===== config.mk =====
export PLATFORM = sky130hd
export DESIGN_NAME = pulse_energy_meter_top
export DESIGN_NICKNAME = d
export VERILOG_FILES = /design/src/design/pem_pkg.sv /design/src/design/pulse_energy_meter_top.sv
export SDC_FILE = /design/constraint.sdc
export NUM_CORES = 1
export LEC_CHECK = 0
export BUFFER_PORTS_ARGS = -buffer_cell sky130_fd_sc_hd__buf_2
export CELL_PAD_IN_SITES_DETAIL_PLACEMENT = 1
export CELL_PAD_IN_SITES_GLOBAL_PLACEMENT = 1
export CORE_ASPECT_RATIO = 0.6
export CORE_UTILIZATION = 45
export DETAILED_ROUTE_END_ITERATION = 8
export MAX_ROUTING_LAYER = met4
export PLACE_DENSITY = 0.71
export SYNTH_ARGS = -nofsm -noshare
export SYNTH_HDL_FRONTEND = slang
export SYNTH_SLANG_ARGS = --single-unit

===== constraint.sdc =====
create_clock -name clk_i -period 15.91 [get_ports clk_i]
set_input_delay 1.591 -clock clk_i [delete_from_list [all_inputs] [get_ports clk_i]]
set_output_delay 1.591 -clock clk_i [all_outputs]
set_load 0.01 [all_outputs]

===== src/design/pem_pkg.sv =====
package pem_pkg;

  // Command codes carried on tuser of the input stream and echoed on the output.
  localparam logic [1:0] CMD_PULSE  = 2'd0;
  localparam logic [1:0] CMD_REPORT = 2'd1;
  localparam logic [1:0] CMD_SET    = 2'd2;

  // Rate mode codes (pulses per kWh).
  localparam logic [1:0] MODE_100   = 2'd0;
  localparam logic [1:0] MODE_10000 = 2'd2;

  // Configuration register indexes.
  localparam logic REG_RATE_MODE    = 1'b0;
  localparam logic REG_MIN_INTERVAL = 1'b1;

  // Mode constants: the numerators of the power divisions.
  localparam logic [31:0] K_100   = 32'd36000000;
  localparam logic [31:0] K_1000  = 32'd3600000;
  localparam logic [31:0] K_10000 = 32'd360000;

  localparam logic [31:0] ADD_MODE_100 = 32'd10;
  localparam logic [3:0]  TENTH_WRAP   = 4'd10;

  localparam int IN_TDATA_W  = 72;
  localparam int OUT_TDATA_W = 72;

  typedef enum logic [2:0] {
    ST_IDLE,
    ST_EXEC,
    ST_SUM,
    ST_DIV_MEAN,
    ST_DIV_AVG,
    ST_DIV_INST,
    ST_DONE
  } pem_state_e;

endpackage


===== src/design/pulse_energy_meter_top.sv =====
// Pulse energy meter for a single S0 channel.
// Input words arrive on the s_axis group: tuser carries the command (pulse
// edge, report request or set energy) and tdata the pin level, the tick time
// and the energy value. Every accepted word produces exactly one result word
// on the m_axis group: tuser echoes the command, tdata carries the pulse and
// save flags, the two power figures and the energy count after the word.
// The block works on one word at a time. A pulse, set or unused command
// passes from ST_EXEC through ST_DONE into the output register, and the next
// word can be taken once the block is back in ST_IDLE. A report sweeps the
// interval ring through its memory port, one entry a cycle, forms the mean
// with a constant reciprocal multiplication and then runs two 32-step
// divisions on a shared restoring divider (average power, instant power).
// The input is ready again as soon as the result has moved into the output
// register, so a new word is taken while the previous result still waits.
// If the receiver stalls with a result already held, the next finished result
// waits inside the block and the input stays closed until it can move on.
// Reset clears the counters, the configuration to its defaults and the ring
// valid bits at once: no clearing pass is needed, unwritten entries read zero.
// Configuration writes are to be issued only while the block is idle.
module pulse_energy_meter_top
  import pem_pkg::*;
#(
  parameter int RING_DEPTH = 32
) (
  input  logic                   clk_i,
  input  logic                   rst_ni,
  // Configuration write port.
  input  logic                   cfg_we_i,
  input  logic                   cfg_index_i,
  input  logic [15:0]            cfg_data_i,
  // Input stream.
  input  logic                   s_axis_tvalid,
  output logic                   s_axis_tready,
  // tdata, lowest bit up: pin_level[0], tick_time[32:1], energy_value[64:33],
  // zero padding[71:65].
  input  logic [IN_TDATA_W-1:0]  s_axis_tdata,
  // tuser: command[1:0].
  input  logic [1:0]             s_axis_tuser,
  // Result stream.
  output logic                   m_axis_tvalid,
  input  logic                   m_axis_tready,
  // tdata, lowest bit up: pulse_accepted[0], save_request[1],
  // instant_power[17:2], average_power[33:18], energy_total[65:34],
  // zero padding[71:66].
  output logic [OUT_TDATA_W-1:0] m_axis_tdata,
  // tuser: result_kind[1:0].
  output logic [1:0]             m_axis_tuser
);

  localparam int IDX_W = $clog2(RING_DEPTH);
  localparam int CNT_W = $clog2(RING_DEPTH + 1);
  localparam int SUM_W = 16 + CNT_W;
  localparam logic [IDX_W-1:0] IDX_LAST = IDX_W'(RING_DEPTH - 1);
  localparam logic [CNT_W-1:0] CNT_LAST = CNT_W'(RING_DEPTH);
  // The mean is the sum times the rounded-up reciprocal of the depth, shifted
  // down. With this shift it is exact for every sum that fits SUM_W bits.
  localparam int               MEAN_SH  = SUM_W + IDX_W;
  localparam logic [SUM_W:0]   MEAN_MUL = (SUM_W + 1)'(((64'd1 << MEAN_SH) +
                                          64'(RING_DEPTH) - 64'd1) / 64'(RING_DEPTH));

  function automatic logic [15:0] sat16(input logic [31:0] q);
    return (|q[31:16]) ? 16'hFFFF : q[15:0];
  endfunction

  // State machine.
  pem_state_e state_q, state_d;

  // Configuration.
  logic [1:0]  rate_mode_q;
  logic [15:0] min_int_q;

  // Captured input word.
  logic [1:0]  cmd_q;
  logic        pin_q;
  logic [31:0] tick_q;
  logic [31:0] value_q;

  // Scalar meter state.
  logic [31:0]      last_q;
  logic [IDX_W-1:0] pos_q;
  logic [31:0]      energy_q;
  logic [3:0]       tenth_q;

  // Interval ring: memory plus one valid bit per entry.
  logic [15:0]           ring_mem [RING_DEPTH];
  logic [RING_DEPTH-1:0] valid_q;
  logic [15:0]           rd_data_q;
  logic                  rd_vld_q;
  logic [IDX_W-1:0]      rd_idx_q;

  // Report sweep.
  logic [CNT_W-1:0] cnt_q;
  logic [SUM_W-1:0] sum_q;
  logic [15:0]      newest_q;

  // Shared restoring divider.
  logic [31:0] rem_q;
  logic [31:0] quo_q;
  logic [31:0] dvsr_q;
  logic [4:0]  dcnt_q;

  // Pending result.
  logic [1:0]  res_kind_q;
  logic        res_acc_q;
  logic        res_save_q;
  logic [15:0] res_inst_q;
  logic [15:0] res_avg_q;

  // Output register.
  logic                   out_valid_q;
  logic [OUT_TDATA_W-1:0] out_tdata_q;
  logic [1:0]             out_tuser_q;

  // Control decoded from the state.
  logic        take_item;
  logic        do_exec;
  logic        do_sweep;
  logic        div_run;
  logic        div_start;
  logic [31:0] div_dividend;
  logic [31:0] div_divisor;
  logic        out_load;

  // Pulse datapath.
  logic [31:0]      gap;
  logic             pulse_ok;
  logic [IDX_W-1:0] pos_next;
  logic [3:0]       tenth_inc;
  logic [3:0]       tenth_next;
  logic             add_en;
  logic [31:0]      add_amt;
  logic [31:0]      energy_sum;
  logic [31:0]      k_const;

  // Sweep and divider datapath.
  logic [15:0]      rd_word;
  logic [SUM_W-1:0] sum_nx;
  logic             sweep_last;
  logic [2*SUM_W:0] mean_prod;
  logic [15:0]      mean_w;
  logic [32:0]      rem_sh;
  logic             div_ge;
  logic [32:0]      rem_sub;
  logic [31:0]      rem_nx;
  logic [31:0]      quo_nx;
  logic             div_last;

  assign gap      = tick_q - last_q;
  assign pulse_ok = (cmd_q == CMD_PULSE) && !pin_q && (gap >= {16'h0000, min_int_q});
  assign pos_next = (pos_q == IDX_LAST) ? '0 : pos_q + 1'b1;
  assign tenth_inc = tenth_q + 4'd1;

  always_comb begin
    add_en     = 1'b1;
    add_amt    = 32'd1;
    tenth_next = tenth_q;
    case (rate_mode_q)
      MODE_100: begin
        add_amt = ADD_MODE_100;
      end
      MODE_10000: begin
        // A tenth counter divides the pulses by ten before the count moves.
        if (tenth_inc >= TENTH_WRAP) begin
          tenth_next = 4'd0;
        end else begin
          tenth_next = tenth_inc;
          add_en     = 1'b0;
        end
      end
      default: begin
        add_amt = 32'd1;
      end
    endcase
  end

  assign energy_sum = energy_q + add_amt;

  always_comb begin
    case (rate_mode_q)
      MODE_100:   k_const = K_100;
      MODE_10000: k_const = K_10000;
      default:    k_const = K_1000;
    endcase
  end

  // Entries never written since reset read as zero.
  assign rd_word    = rd_vld_q ? rd_data_q : 16'h0000;
  assign sum_nx     = (cnt_q != '0) ? sum_q + SUM_W'(rd_word) : sum_q;
  assign sweep_last = (cnt_q == CNT_LAST);

  assign mean_prod = {{(SUM_W + 1){1'b0}}, sum_q} * {{SUM_W{1'b0}}, MEAN_MUL};
  assign mean_w    = mean_prod[MEAN_SH +: 16];

  // One restoring step. A zero divisor yields an all-ones quotient, which
  // saturates to the full-scale power just as required.
  assign rem_sh   = {rem_q, quo_q[31]};
  assign div_ge   = (rem_sh >= {1'b0, dvsr_q});
  assign rem_sub  = rem_sh - {1'b0, dvsr_q};
  assign rem_nx   = div_ge ? rem_sub[31:0] : rem_sh[31:0];
  assign quo_nx   = {quo_q[30:0], div_ge};
  assign div_last = (dcnt_q == 5'd31);

  // Next state.
  always_comb begin
    state_d = state_q;
    case (state_q)
      ST_IDLE: begin
        if (s_axis_tvalid) state_d = ST_EXEC;
      end
      ST_EXEC: begin
        state_d = (cmd_q == CMD_REPORT) ? ST_SUM : ST_DONE;
      end
      ST_SUM: begin
        if (sweep_last) state_d = ST_DIV_MEAN;
      end
      ST_DIV_MEAN: begin
        state_d = ST_DIV_AVG;
      end
      ST_DIV_AVG: begin
        if (div_last) state_d = ST_DIV_INST;
      end
      ST_DIV_INST: begin
        if (div_last) state_d = ST_DONE;
      end
      ST_DONE: begin
        if (!out_valid_q || m_axis_tready) state_d = ST_IDLE;
      end
      default: begin
        state_d = ST_IDLE;
      end
    endcase
  end

  // Control outputs.
  always_comb begin
    take_item    = 1'b0;
    do_exec      = 1'b0;
    do_sweep     = 1'b0;
    div_run      = 1'b0;
    div_start    = 1'b0;
    div_dividend = k_const;
    div_divisor  = quo_nx;
    out_load     = 1'b0;
    case (state_q)
      ST_IDLE: begin
        take_item = s_axis_tvalid;
      end
      ST_EXEC: begin
        do_exec = 1'b1;
      end
      ST_SUM: begin
        do_sweep = 1'b1;
      end
      ST_DIV_MEAN: begin
        // The full sum is in sum_q; the mean becomes the first divisor.
        div_start    = 1'b1;
        div_dividend = k_const;
        div_divisor  = {16'h0000, mean_w};
      end
      ST_DIV_AVG: begin
        div_run = 1'b1;
        if (div_last) begin
          div_start    = 1'b1;
          div_dividend = k_const;
          div_divisor  = {16'h0000, newest_q};
        end
      end
      ST_DIV_INST: begin
        div_run = 1'b1;
      end
      ST_DONE: begin
        out_load = !out_valid_q || m_axis_tready;
      end
      default: begin
        take_item = 1'b0;
      end
    endcase
  end

  assign s_axis_tready = (state_q == ST_IDLE);

  // Control registers.
  always_ff @(posedge clk_i or negedge rst_ni) begin
    if (!rst_ni) begin
      state_q     <= ST_IDLE;
      rate_mode_q <= 2'd1;
      min_int_q   <= 16'd16;
      last_q      <= '0;
      pos_q       <= '0;
      energy_q    <= '0;
      tenth_q     <= '0;
      valid_q     <= '0;
      out_valid_q <= 1'b0;
    end else begin
      state_q <= state_d;
      if (cfg_we_i) begin
        case (cfg_index_i)
          REG_RATE_MODE:    rate_mode_q <= cfg_data_i[1:0];
          REG_MIN_INTERVAL: min_int_q   <= cfg_data_i;
          default:          min_int_q   <= min_int_q;
        endcase
      end
      if (do_exec) begin
        if (pulse_ok) begin
          last_q            <= tick_q;
          pos_q             <= pos_next;
          valid_q[pos_next] <= 1'b1;
          tenth_q           <= tenth_next;
          if (add_en) energy_q <= energy_sum;
        end else if (cmd_q == CMD_SET) begin
          energy_q <= value_q;
        end
      end
      if (out_load) begin
        out_valid_q <= 1'b1;
      end else if (m_axis_tready) begin
        out_valid_q <= 1'b0;
      end
    end
  end

  // Ring memory: one write port, one registered read port.
  always_ff @(posedge clk_i) begin
    if (do_exec && pulse_ok) begin
      ring_mem[pos_next] <= gap[15:0];
    end
    rd_data_q <= ring_mem[cnt_q[IDX_W-1:0]];
  end

  // Payload and datapath registers.
  always_ff @(posedge clk_i) begin
    if (take_item) begin
      cmd_q   <= s_axis_tuser;
      pin_q   <= s_axis_tdata[0];
      tick_q  <= s_axis_tdata[32:1];
      value_q <= s_axis_tdata[64:33];
    end

    rd_vld_q <= valid_q[cnt_q[IDX_W-1:0]];
    rd_idx_q <= cnt_q[IDX_W-1:0];

    if (do_exec) begin
      res_kind_q <= cmd_q;
      res_acc_q  <= pulse_ok;
      res_save_q <= pulse_ok && add_en && (energy_sum[9:0] == 10'd0);
      res_inst_q <= '0;
      res_avg_q  <= '0;
      cnt_q      <= '0;
      sum_q      <= '0;
    end

    if (do_sweep) begin
      cnt_q <= cnt_q + 1'b1;
      sum_q <= sum_nx;
      if ((cnt_q != '0) && (rd_idx_q == pos_q)) newest_q <= rd_word;
    end

    if (div_start) begin
      rem_q  <= '0;
      quo_q  <= div_dividend;
      dvsr_q <= div_divisor;
      dcnt_q <= '0;
    end else if (div_run) begin
      rem_q  <= rem_nx;
      quo_q  <= quo_nx;
      dcnt_q <= dcnt_q + 5'd1;
    end

    if (div_run && div_last) begin
      if (state_q == ST_DIV_AVG)  res_avg_q  <= sat16(quo_nx);
      if (state_q == ST_DIV_INST) res_inst_q <= sat16(quo_nx);
    end

    if (out_load) begin
      out_tuser_q <= res_kind_q;
      out_tdata_q <= {6'b000000, energy_q, res_avg_q, res_inst_q, res_save_q, res_acc_q};
    end
  end

  assign m_axis_tvalid = out_valid_q;
  assign m_axis_tdata  = out_tdata_q;
  assign m_axis_tuser  = out_tuser_q;

endmodule


# Word-level counts from Yosys, hierarchy flattened
# Memory sizes are Yosys's and may differ from the RTL's. A register that Yosys moved wholly into a read port is not among the register bits.
# Index checks and enable logic that the tools add are counted.
word_totals:
  regBits: 449
  ramBits: 512
  input_bits: 96
  output_inout_bits: 76
  elab_cells: 145
  memories: 1
memory_table:
  columns: ["name", "words", "word_bits", "rd", "rd_clocked_by_memory_dff", "wr", "line", "source"]
  rows:
  - ["ring_mem", 32, 16, 1, 1, 1, "pulse_energy_meter_top.sv:85", "logic [15:0] ring_mem [RING_DEPTH];"]
classes:
  n_addsub: 8
  magnitude_cmp: 6
  eq_ne: 20
  n_mux: 49
  bitwise_logic: 2
  n_reduce_logical: 30
ops:
  columns: ["operator", "n"]
  rows:
  - ["2-to-1 mux 32 bit", 7]
  - ["2-to-1 mux 16 bit", 8]
  - ["2-to-1 mux 22 bit", 3]
  - ["one-hot mux 32 bit (2 select lines)", 1]
  - ["subtractor 32 bit", 2]
  - ["one-hot mux 26 bit (2 select lines)", 1]
  - [">= comparator 33 x 32 -> 1 bit", 1]
  - ["adder 32 bit", 1]
  - [">= comparator 32 x 16 -> 1 bit", 1]
  - ["bitwise OR 32 bit", 1]
  - ["adder 22 x 16 -> 22 bit", 1]
  - ["one-hot mux 3 bit (7 select lines)", 1]
  - ["2-to-1 mux 3 bit", 6]
  - ["OR reduction 16 bit", 1]
  - ["2-to-1 mux 1 bit", 14]
  - ["< comparator 5 x 6 -> 1 bit, second input constant", 2]
  - ["2-to-1 mux 6 bit", 2]
  - ["adder 5 x 1 -> 5 bit, second input constant", 2]
  - ["== test 5 bit, second input constant", 2]
  - ["zero test 10 bit", 1]
  - ["!= test 2 bit, second input constant", 5]
  - ["AND reduction 2 bit", 5]
  - ["== test 3 bit, second input constant", 3]
  - ["logical AND 1 bit", 8]
  - ["other kinds (26)", 36]

# Depth between registers and ports, before layout
# Gate-level depths: netlist of the first run.
logic_depth:
  ltp_word: 7
  ltp_mapped: 25
  mapped_depth_nobuf: 23

# Worst setup path after synthesis of the first run
# Ideal clock, no wire load.
synth_timing:
  kind: "register -> register"
  start: "register tick_q[0]"
  end: "memory ring_mem[16][0], enable pin"
  arrival_time_ps: 5348
  t_required_ps: 15521
  setup_slack_ps: 10173
  path_stages_with_launch: 23
  period_less_slack_ps: 5737
  cell_sequence: "edfxtp_1 > inv_1 > ha_1 > fa_1 > nand2b_1 > a21oi_1 > nor2_1 > o21ai_0 > xor2_1 > ha_1 > nand4_1 > o31a_1 > a211oi_1 > a211oi_2 > o2111ai_2 > nor4_4 > and4b_1 > buf_6 > nor2_8 > buf_8 > nand2_4 > buf_6 > nor2_1"
synth_via:
  elab_chain_cells: 6
synth_rtl:
  columns: ["element", "line", "source"]
  rows:
  - ["start: declaration", "pulse_energy_meter_top.sv:75", "logic [31:0] tick_q;"]
  - ["start signal: assignment", "pulse_energy_meter_top.sv:335", "tick_q <= s_axis_tdata[32:1];"]
  - ["subtractor 32 bit", "pulse_energy_meter_top.sv:148", "assign gap = tick_q - last_q;"]
  - ["via gap[10]", "pulse_energy_meter_top.sv:125", "logic [31:0] gap;"]
  - [">= comparator 32 x 16 -> 1 bit", "pulse_energy_meter_top.sv:149", "assign pulse_ok = (cmd_q == CMD_PULSE) && !pin_q && (gap >= {16'h0000, min_int_q});"]
  - ["logical AND 1 bit", "pulse_energy_meter_top.sv:149", null]
  - ["logical AND 1 bit", "pulse_energy_meter_top.sv:324", "if (do_exec && pulse_ok) begin"]
  - ["2-to-1 mux 1 bit", "pulse_energy_meter_top.sv:324", null]
  - ["2-to-1 mux 1 bit (not written as such)", "pulse_energy_meter_top.sv:325", "ring_mem[pos_next] <= gap[15:0];"]
  - ["end: declaration", "pulse_energy_meter_top.sv:85", null]
# The timed path passes the listed nets, and every way through them passes these cells.

# Worst setup path in the final report of the first run
layout_timing:
  start: "register tick_q[0]"
  end: "register energy_q[29]"
layout_via:
  elab_chain_cells: 5
  word_cells_on_any_way: 7
layout_rtl:
  columns: ["element", "line", "source"]
  rows:
  - ["subtractor 32 bit (*)", "pulse_energy_meter_top.sv:148", null]
  - ["via gap[14]", "pulse_energy_meter_top.sv:125", null]
  - [">= comparator 32 x 16 -> 1 bit (*)", "pulse_energy_meter_top.sv:149", null]
  - ["logical AND 1 bit (*)", "pulse_energy_meter_top.sv:149", null]
  - ["!= test 2 x 1 -> 1 bit (no line) or nonzero test 2 bit (tied branches)", null, null]
  - ["AND reduction 3 bit (no line)", null, null]
  - ["end signal: assignment", "pulse_energy_meter_top.sv:309", "if (add_en) energy_q <= energy_sum;"]
  - ["end signal: assignment", "pulse_energy_meter_top.sv:311", "energy_q <= value_q;"]
  - ["end: declaration", "pulse_energy_meter_top.sv:81", "logic [31:0] energy_q;"]
# The timed path passes the listed nets; every way through them passes the cells marked *.
# A chain may end at the register's enable or synchronous reset.

==> results of run 1 <==
-- sequential cells by signal, indices dropped and copies added (netlist names), 6 cells and up --
signal and cells:
value_q 32, res_inst_q 16, quo_q 32, valid_q 32
energy_q 32, tick_q 32, ring_mem 512, res_avg_q 16
sum_q 21, newest_q 16, m_axis_tdata 66, min_int_q 16
cnt_q 6, rem_q 32, dvsr_q 32, rd_data_q 16
last_q 32
-- how the worst max path moves through the flow --
stage | cells after the start | startpoint | to | slack, ps
6_report | 22 | tick_q[0] | energy_q[29] | 9340
5_1_grt | 20 | tick_q[12] | energy_q[29] | 8950
4_1_cts | 22 | tick_q[0] | energy_q[29] | 9300
3_5_place_dp | 22 | tick_q[0] | valid_q[24] | 9400
3_3_place_gp | 22 | tick_q[0] | valid_q[27] | 9490
2_1_floorplan | 22 | tick_q[0] | ring_mem[16][0] | 10170
-- metrics by stage --
stage	cells	instance area, µm²
3_5_place_dp	4160	44800
5_1_grt	4331	47700
2_1_floorplan	2837	42500
3_3_place_gp	4160	44800
4_1_cts	4327	47600
6_report	4332	47700
-- cell type report --
class / instances / area share
inverters: 117 / 0.00922
clock inverters: 46 / 0.00780
repair buffers: 224 / 0.0271
diodes: 5 / 0.000263
multi-input cells: 1611 / 0.289
well taps: 1232 / 0.0323
flip-flops and latches: 976 / 0.583
clock buffers: 121 / 0.0514
-- cell families (layout without fill, tap and decap cells) --
logic type	Yosys count	after routing	synth area share
DFF	976	976	0.653
and+or+nand+nor	655	655	0.0767
AOI/OAI and AO/OA	509	509	0.0833
buffers and inverters	250	508	0.0263
muxes	245	245	0.109
adders and majority gates	113	113	0.0340
xor gates and xnor gates	83	83	0.0171
other	1	11	0.0000882
-- per-layer routing --
metal  up-vias  wire (µm)  track usage
met3       127       6950       0.0469
met5         -          0            -
met2       657      48500        0.340
met4         0       1740       0.0497
li1      11229          -            -
met1     13143      50600        0.339
-- cells in the mapped netlist (all sizes together) (7+ instances only) --
library cell  count
xnor2            52
o21a             16
nor2            183
mux4            170
or3              12
o211ai            7
a2bb2oi          11
o21ai           139
mux2             41
edfxtp          758
a211o             7
dfrtp           125
ha              109
a21o             37
nor3             31
nand4            24
nand2b           17
inv             117
a21boi           16
xor2             31
nor4             13
a21oi           103
a211oi           43
buf              55
o2bb2ai          16
nand2           153
clkbuf           78
dfxtp            91
and2             25
nand3            78
a31oi            16
mux2i            34
o21bai           28
or2              19
nor2b            20
and3             60
nand3b            7
a22oi            10
-- report_power, final --
group | leakage, nW | switching, mW | internal, mW
clock network | 1.38 | 0.973 | 1.14
registers | 9.25 | 0.232 | 3.60
logic | 6.63 | 1.82 | 1.01
-- worst max-delay path: cells and delay by family (launching register included) --
kind / cells / cell delay [ps]
adders and majority gates: 3 / 1020
xor gates and xnor gates: 1 / 150
buffers and inverters: 2 / 420
DFF: 1 / 370
AOI/OAI and AO/OA: 10 / 2540
and+or+nand+nor: 6 / 1870
==> results_dict.tcl, run 1 <==
set metrics [dict create \
    status "finished clean" \
    whs_ps 424 \
    ys_seq_elements 976 \
    die-height_um 240 \
    postLayoutCoreUtil 0.514 \
    first_pass_iters 5 \
    min_period_ps 6570 \
    drc 0 \
    drtIter0Drc 1990 \
    numCtsBuffers 89 \
    final_cell_mix "edfxtp_1 (758), nor2_1 (182), mux4_2 (170), buf_2 (157), nand2_1 (146)" \
    clock_skew_ps 22.1 \
    min_path_type "reg -> reg" \
    cellPowerDensity_nw_per_um2 184 \
    worst_ep_arrival_time_ps 7090 \
    multiInputGateArea_um2 13800 \
    io_pins 172 \
    cts-root-buf "clkbuf_16" \
    syn_to_final_growth_pct 12.1 \
    area.sequential_um2 27800 \
    timing.reg2reg.setup_slack_ps 9340 \
    cts_num_sinks 976 \
    antenna_found_initial 7 \
    io_buffers 158 \
    slowest_stage "nand2b_1" \
    worstMarginPinSlew_ps 1150 \
    dieArea_um2 95700 \
    gp_congestion 0.837 \
    fmax_mhz 152 \
    synth_cell_type_count 99 \
    fillers 8925 \
    yosysTopAreaCell "edfxtp_1" \
    ys_warn_count 0 \
    hold_viol 0 \
    hold-path-cell-count 0 \
    worstHoldStart "res_kind_q[1]" \
    fin_crit_sh 0.413 \
    finish.net_count 3228 \
    post_cts_buffers 0 \
    grt_overflow 0 \
    h-tree-depth 3 \
    layout_commonest_cell "edfxtp_1" \
    die_w_um 399 \
    core_um2 92600 \
    insertion_delay_ps 690 \
    slew_violations 0 \
    wl_per_cell_um 24.9 \
    vias 25156 \
    grtUsageTotal 0.233 \
    grt_pass1_wl_mm 162 \
    drv_cap 0 \
    async_reset_ff_frac 0.130 \
    ir_drop_mv 0.148 \
    fin_ws_ps 9340 \
    cp.required_ps 16420 \
    worstPathMaxFanout 33 \
    worstReg2RegStart "tick_q[0]" \
    synth_area_leaders "edfxtp_1 (54%), mux4_2 (9.0%), dfrtp_1 (7.4%)" \
    ant_nets 0 \
    rsz0062_at_grt "false" \
    synth_seq_area_share 0.653 \
    power.total_mw 8.78 \
    synth_edf_count 758 \
    crit_chain "inv_1, ha_1, fa_1, nand2b_1, a21oi_1, nor2_1, o21ai_0, a31oi_1, xnor2_2, buf_4, ha_1, nand2_1, o21ai_0, a211oi_1, o221ai_1, a211oi_2, o2111ai_2, nor4_4, nand4b_4, a31oi_1, nand2b_1, o22ai_1" \
    floorplan.initialDensity 0.459 \
    syn_area_um2 42500 \
    r2r_end "energy_q[29]" \
    syn_avg_cell_area_um2 15.0 \
    grt_pass1_vias 26342 \
    pre_cts_slack_ps 9400 \
    synth_cells 2832 \
    p_leak_nw 17.3 \
    cts-hold-fix-buffers 0 \
    critPathKind "reg -> reg" \
    grt_start_max_net_pins 74 \
    cp-start-kind "flip-flop" \
    drive_above_1_share 0.216 \
    synthFlopType "edfxtp_1" \
    clkTransAtPathRegs_ps 70 \
    num_rows 86 \
    drt_wl_total_mm 108 \
    cts_tree "done" \
    holdPathEnd "m_axis_tuser[1]" \
    dp_hpwl_mm 70.2 \
    relSlewSlack 0.232 \
    netlist.area_leader.share 0.535 \
    slowest_delay_ps 760 \
    finalSetupViolCount 0 \
    fin_setup_tns_ps 0 \
    cts-resized-gates 0 \
    cp-end-kind "flip-flop" \
    clockBufferDepth 3 \
    avgViaCountPerCell 5.81 \
    ff2ff_path_depth 22 \
]
Power figures use the tool's default switching activity.
==> inputs of run 2 (changes only) <==
==> constraint.sdc (replaced) <==
create_clock -name clk_i -period 6.9 [get_ports clk_i]
set_input_delay 0.69 -clock clk_i [delete_from_list [all_inputs] [get_ports clk_i]]
set_output_delay 0.69 -clock clk_i [all_outputs]
set_load 0.01 [all_outputs]
==> results_dict.tcl, run 2 (synthesis results as in run 1) <==
set metrics [dict create \
    cp-start-kind "flip-flop" \
    worstReg2RegStart "tick_q[0]" \
    gp_congestion 0.843 \
    first_pass_iters 6 \
    post_cts_buffers 0 \
    rsz0062_at_grt "false" \
    num_rows 86 \
    status "finished clean" \
    antenna_found_initial 10 \
    critPathCapture "valid_q[27]" \
    io_buffers 158 \
    floorplan.initialDensity 0.459 \
    fin_setup_tns_ps 0 \
    cts-hold-fix-buffers 0 \
    die_w_um 399 \
    r2r_end "valid_q[27]" \
    die-height_um 240 \
    worst_ep_arrival_time_ps 6780 \
    stdcell_area_um2 47800 \
    grt_pass1_wl_mm 164 \
    fmax_mhz 161 \
    grt_overflow 0 \
    relSlewSlack 0.213 \
    core_um2 92600 \
    cts-root-buf "clkbuf_16" \
    finish.net_count 3232 \
    grt_pass1_vias 26339 \
    cts-resized-gates 0 \
    largest_reg_flops 512 \
    p_leak_nw 17.3 \
    drive_above_1_share 0.218 \
    grtUsageTotal 0.236 \
    critPathKind "reg -> reg" \
    syn_to_final_growth_pct 12.5 \
    ir_drop_mv 0.255 \
    drt_wl_total_mm 109 \
    cts_num_sinks 976 \
    cp.required_ps 7470 \
    fin_ws_ps 688 \
    layout_commonest_cell "edfxtp_1" \
    dieArea_um2 95700 \
    startpoint "tick_q[0]" \
    vias 25228 \
    insertion_delay_ps 700 \
    whs_ps 53.1 \
    min_period_ps 6210 \
    avgViaCountPerCell 5.82 \
    final_cell_mix "edfxtp_1 (758), nor2_1 (182), mux4_2 (170), buf_2 (157), nand2_1 (146)" \
    hold_viol 0 \
    ant_nets 0 \
    final_cells 4335 \
    drc 0 \
    placed_cells 4161 \
    worstPathMaxFanout 33 \
    clock_skew_ps 30.9 \
    clockBufferDepth 3 \
    grt_start_max_net_pins 141 \
    numCtsBuffers 92 \
    cts_tree "done" \
    io_pins 172 \
    postLayoutCoreUtil 0.516 \
    clkTransAtPathRegs_ps 60 \
    dp_hpwl_mm 71.2 \
    finalSetupViolCount 0 \
    top_register "ring_mem" \
    fin_crit_sh 0.900 \
    place_area_um2 44800 \
    power.total_mw 20.5 \
    drtIter0Drc 2413 \
    slew_violations 0 \
    cellPowerDensity_nw_per_um2 428 \
    h-tree-depth 3 \
    ff2ff_path_depth 23 \
    drv_cap 0 \
    cp-end-kind "flip-flop" \
    worstMarginPinSlew_ps 1180 \
    timing.reg2reg.setup_slack_ps 690 \
    min_path_type "in -> async" \
    pre_cts_slack_ps 669 \
    wl_per_cell_um 25.0 \
]
-- run 2: per-layer routing --
metal / wire [µm] / global-route usage / up-vias
met3: 6250 / 0.0442 / 123
met5: 0 / - / -
met1: 52000 / 0.346 / 13160
li1: - / - / 11258
met2: 48500 / 0.342 / 687
met4: 1760 / 0.0502 / 0
-- run 2: how the worst min path moves through the flow --
stage | start | endpoint | slack (ps)
floorplan | cnt_q[4] | rd_idx_q[4] | 360
global placement | res_acc_q | m_axis_tdata[0] | 410
detailed placement | res_save_q | m_axis_tdata[1] | 410
CTS | rst_ni | energy_q[21] | 50
global route | rst_ni | energy_q[21] | 100
finish | rst_ni | energy_q[21] | 50
-- run 2: cell type report --
class | count | area [µm²]
Fill cell | 8954 | 44800
Antenna cell | 5 | 12.5
Timing Repair Buffer | 225 | 1310
Clock buffer | 115 | 2490
Tap cell | 1232 | 1540
Multi-Input combinational cell | 1611 | 13800
Clock inverter | 54 | 480
Inverter | 117 | 439
Sequential cell | 976 | 27800
-- run 2: report_power, final --
group	leakage, nW	switching [mW]	internal [mW]
Sequential	9.25	0.534	8.31
Clock	1.44	2.29	2.78
Combinational	6.64	4.23	2.34
Total	17.3	7.05	13.4
-- run 2: worst max-delay path, cell delays in order (launching register included) --
cell and delay [ps]:
edfxtp_1 350, inv_1 50, ha_1 220, fa_1 430, nand2b_1 220, a21oi_1 210, nor2_1 110, o21ai_0 500
a21o_1 210, a21oi_1 90, xnor2_2 150, buf_4 250, ha_1 230, a21oi_1 150, o21ai_0 200, a211oi_1 290
o221ai_1 220, a211oi_2 220, o2111ai_2 160, nor4_4 300, and4b_1 400, nor2_8 120, and3_1 570, or2_1 400
==> inputs of run 3 (changes only) <==
--- a/config.mk
+++ b/config.mk
@@ -12,7 +12,7 @@
 export CORE_UTILIZATION = 45
 export DETAILED_ROUTE_END_ITERATION = 8
 export MAX_ROUTING_LAYER = met4
-export PLACE_DENSITY = 0.71
+export PLACE_DENSITY_LB_ADDON = 0.1
 export SYNTH_ARGS = -nofsm -noshare
 export SYNTH_HDL_FRONTEND = slang
 export SYNTH_SLANG_ARGS = --single-unit
==> results_dict.tcl, run 3 (synthesis results as in run 1) <==
set metrics [dict create \
    status "finished clean" \
    rsz0062_at_grt "false" \
    floorplan.initialDensity 0.459 \
    core_um2 92600 \
    clkTransAtPathRegs_ps 60 \
    first_pass_iters 6 \
    fin_crit_sh 0.874 \
    h-tree-depth 3 \
    stdcell_area_um2 47800 \
    cp-start-kind "flip-flop" \
    antenna_found_initial 6 \
    ant_nets 0 \
    min_period_ps 6030 \
    post_cts_buffers 0 \
    avgViaCountPerCell 5.78 \
    cp-end-kind "flip-flop" \
    vias 25047 \
    worstPathMaxFanout 43 \
    grt_overflow 0 \
    io_pins 172 \
    final_cell_mix "edfxtp_1 (758), nor2_1 (182), mux4_2 (170), buf_2 (157), nand2_1 (146)" \
    worst_ep_arrival_time_ps 6610 \
    clock_skew_ps 17.2 \
    placed_cells 4164 \
    whs_ps 79.2 \
    grt_start_max_net_pins 101 \
    drtIter0Drc 2164 \
    die_w_um 399 \
    io_buffers 158 \
    cts-resized-gates 0 \
    grtUsageTotal 0.240 \
    grt_pass1_wl_mm 166 \
    num_rows 86 \
    drc 0 \
    finalSetupViolCount 0 \
    cts-hold-fix-buffers 0 \
    die-height_um 240 \
    drv_cap 0 \
    insertion_delay_ps 690 \
    largest_reg_flops 512 \
    dp_hpwl_mm 71.5 \
    area.sequential_um2 27800 \
    drt_wl_total_mm 110 \
    syn_to_final_growth_pct 12.4 \
    p_leak_nw 17.3 \
    cellPowerDensity_nw_per_um2 426 \
    cts-root-buf "clkbuf_16" \
    relSlewSlack 0.220 \
    wl_per_cell_um 25.3 \
    multiInputGateArea_um2 13800 \
    numCtsBuffers 90 \
    cts_tree "done" \
    fillers 8866 \
    final_cells 4336 \
    layout_commonest_cell "edfxtp_1" \
    grt_pass1_vias 26228 \
    top_register "ring_mem" \
    worstMarginPinSlew_ps 1170 \
    place_area_um2 44900 \
    critPathKind "reg -> reg" \
    ir_drop_mv 0.334 \
    hold_viol 0 \
    dieArea_um2 95700 \
    cts_num_sinks 976 \
    finish.net_count 3233 \
    clockBufferDepth 3 \
    fmax_mhz 166 \
    fin_setup_tns_ps 0 \
    slew_violations 0 \
    gp_congestion 0.853 \
    cp.required_ps 7480 \
    drive_above_1_share 0.217 \
    min_path_type "in -> async" \
]
## run 3: changes by cell type in the layout (fill, tap and decap cells not counted), moves of 3 or more
| cell | previous run | this run |
|---|---|---|
| clkinv_1 | 18 | 11 |
| clkinvlp_4 | 6 | 2 |
| clkbuf_16 | 96 | 91 |
| clkbuf_8 | 2 | 7 |
| clkbuf_1 | 17 | 28 |
| buf_4 | 66 | 69 |
## run 3: worst paths after layout
check                                   to  slack (ps)             start  cells past startpoint
max                           energy_q[27]         870        tick_q[12]                     20
min reg2reg                m_axis_tuser[0]         420     res_kind_q[0]                      0
min in group clk_i             value_q[14]         180  s_axis_tdata[47]                      1
min                           energy_q[31]          80            rst_ni                      1
max in group asynchronous       last_q[30]        5390            rst_ni                      2
max reg2reg                   energy_q[27]         870        tick_q[12]                     20
## run 3: layout make-up
cell class | instances | share of cell area
sequential | 976 | 0.581
multi-input combinational | 1611 | 0.289
clock buffer | 126 | 0.0519
tap | 1232 | 0.0323
timing repair buffer | 228 | 0.0279
inverter | 117 | 0.00919
clock inverter | 42 | 0.00875
antenna | 4 | 0.000210
## run 3: through the flow
step	setup slack (ps)	util	power, mW
floorplan	1160	-	13.1
global placement	960	0.484	15.1
detailed placement	916	0.484	15.5
CTS	896	0.515	20.5
global route	473	0.516	21.4
finish	867	0.516	20.4
## run 3: critical path: stages (launching register included)
cell and delay [ps]:
edfxtp_1 410, ha_1 480, and3_1 220, nand2_1 90, o22ai_1 550, nor2_1 120
o21ai_0 320, xor2_2 190, ha_1 280, a21oi_1 140, o21ai_0 110, a211oi_1 210
o221ai_1 230, a211oi_2 270, o2111ai_2 190, nor4_4 320, nand4b_4 390, nand2_4 360
inv_2 460, mux2i_1 240, a211oi_1 300
## run 3: where the power goes
part	internal [mW]	switching, mW	leakage, nW
sequential	8.31	0.512	9.25
combinational	2.34	4.20	6.65
clock	2.78	2.23	1.42
total	13.4	6.93	17.3
## run 3: routing by layer
| metal | up-vias | track usage | wire length [µm] |
|---|---|---|---|
| met5 | - | - | 0 |
| met4 | 0 | 0.0555 | 2130 |
| met3 | 134 | 0.0404 | 6390 |
| met2 | 683 | 0.342 | 48200 |
| met1 | 12987 | 0.359 | 53200 |
| li1 | 11243 | - | - |
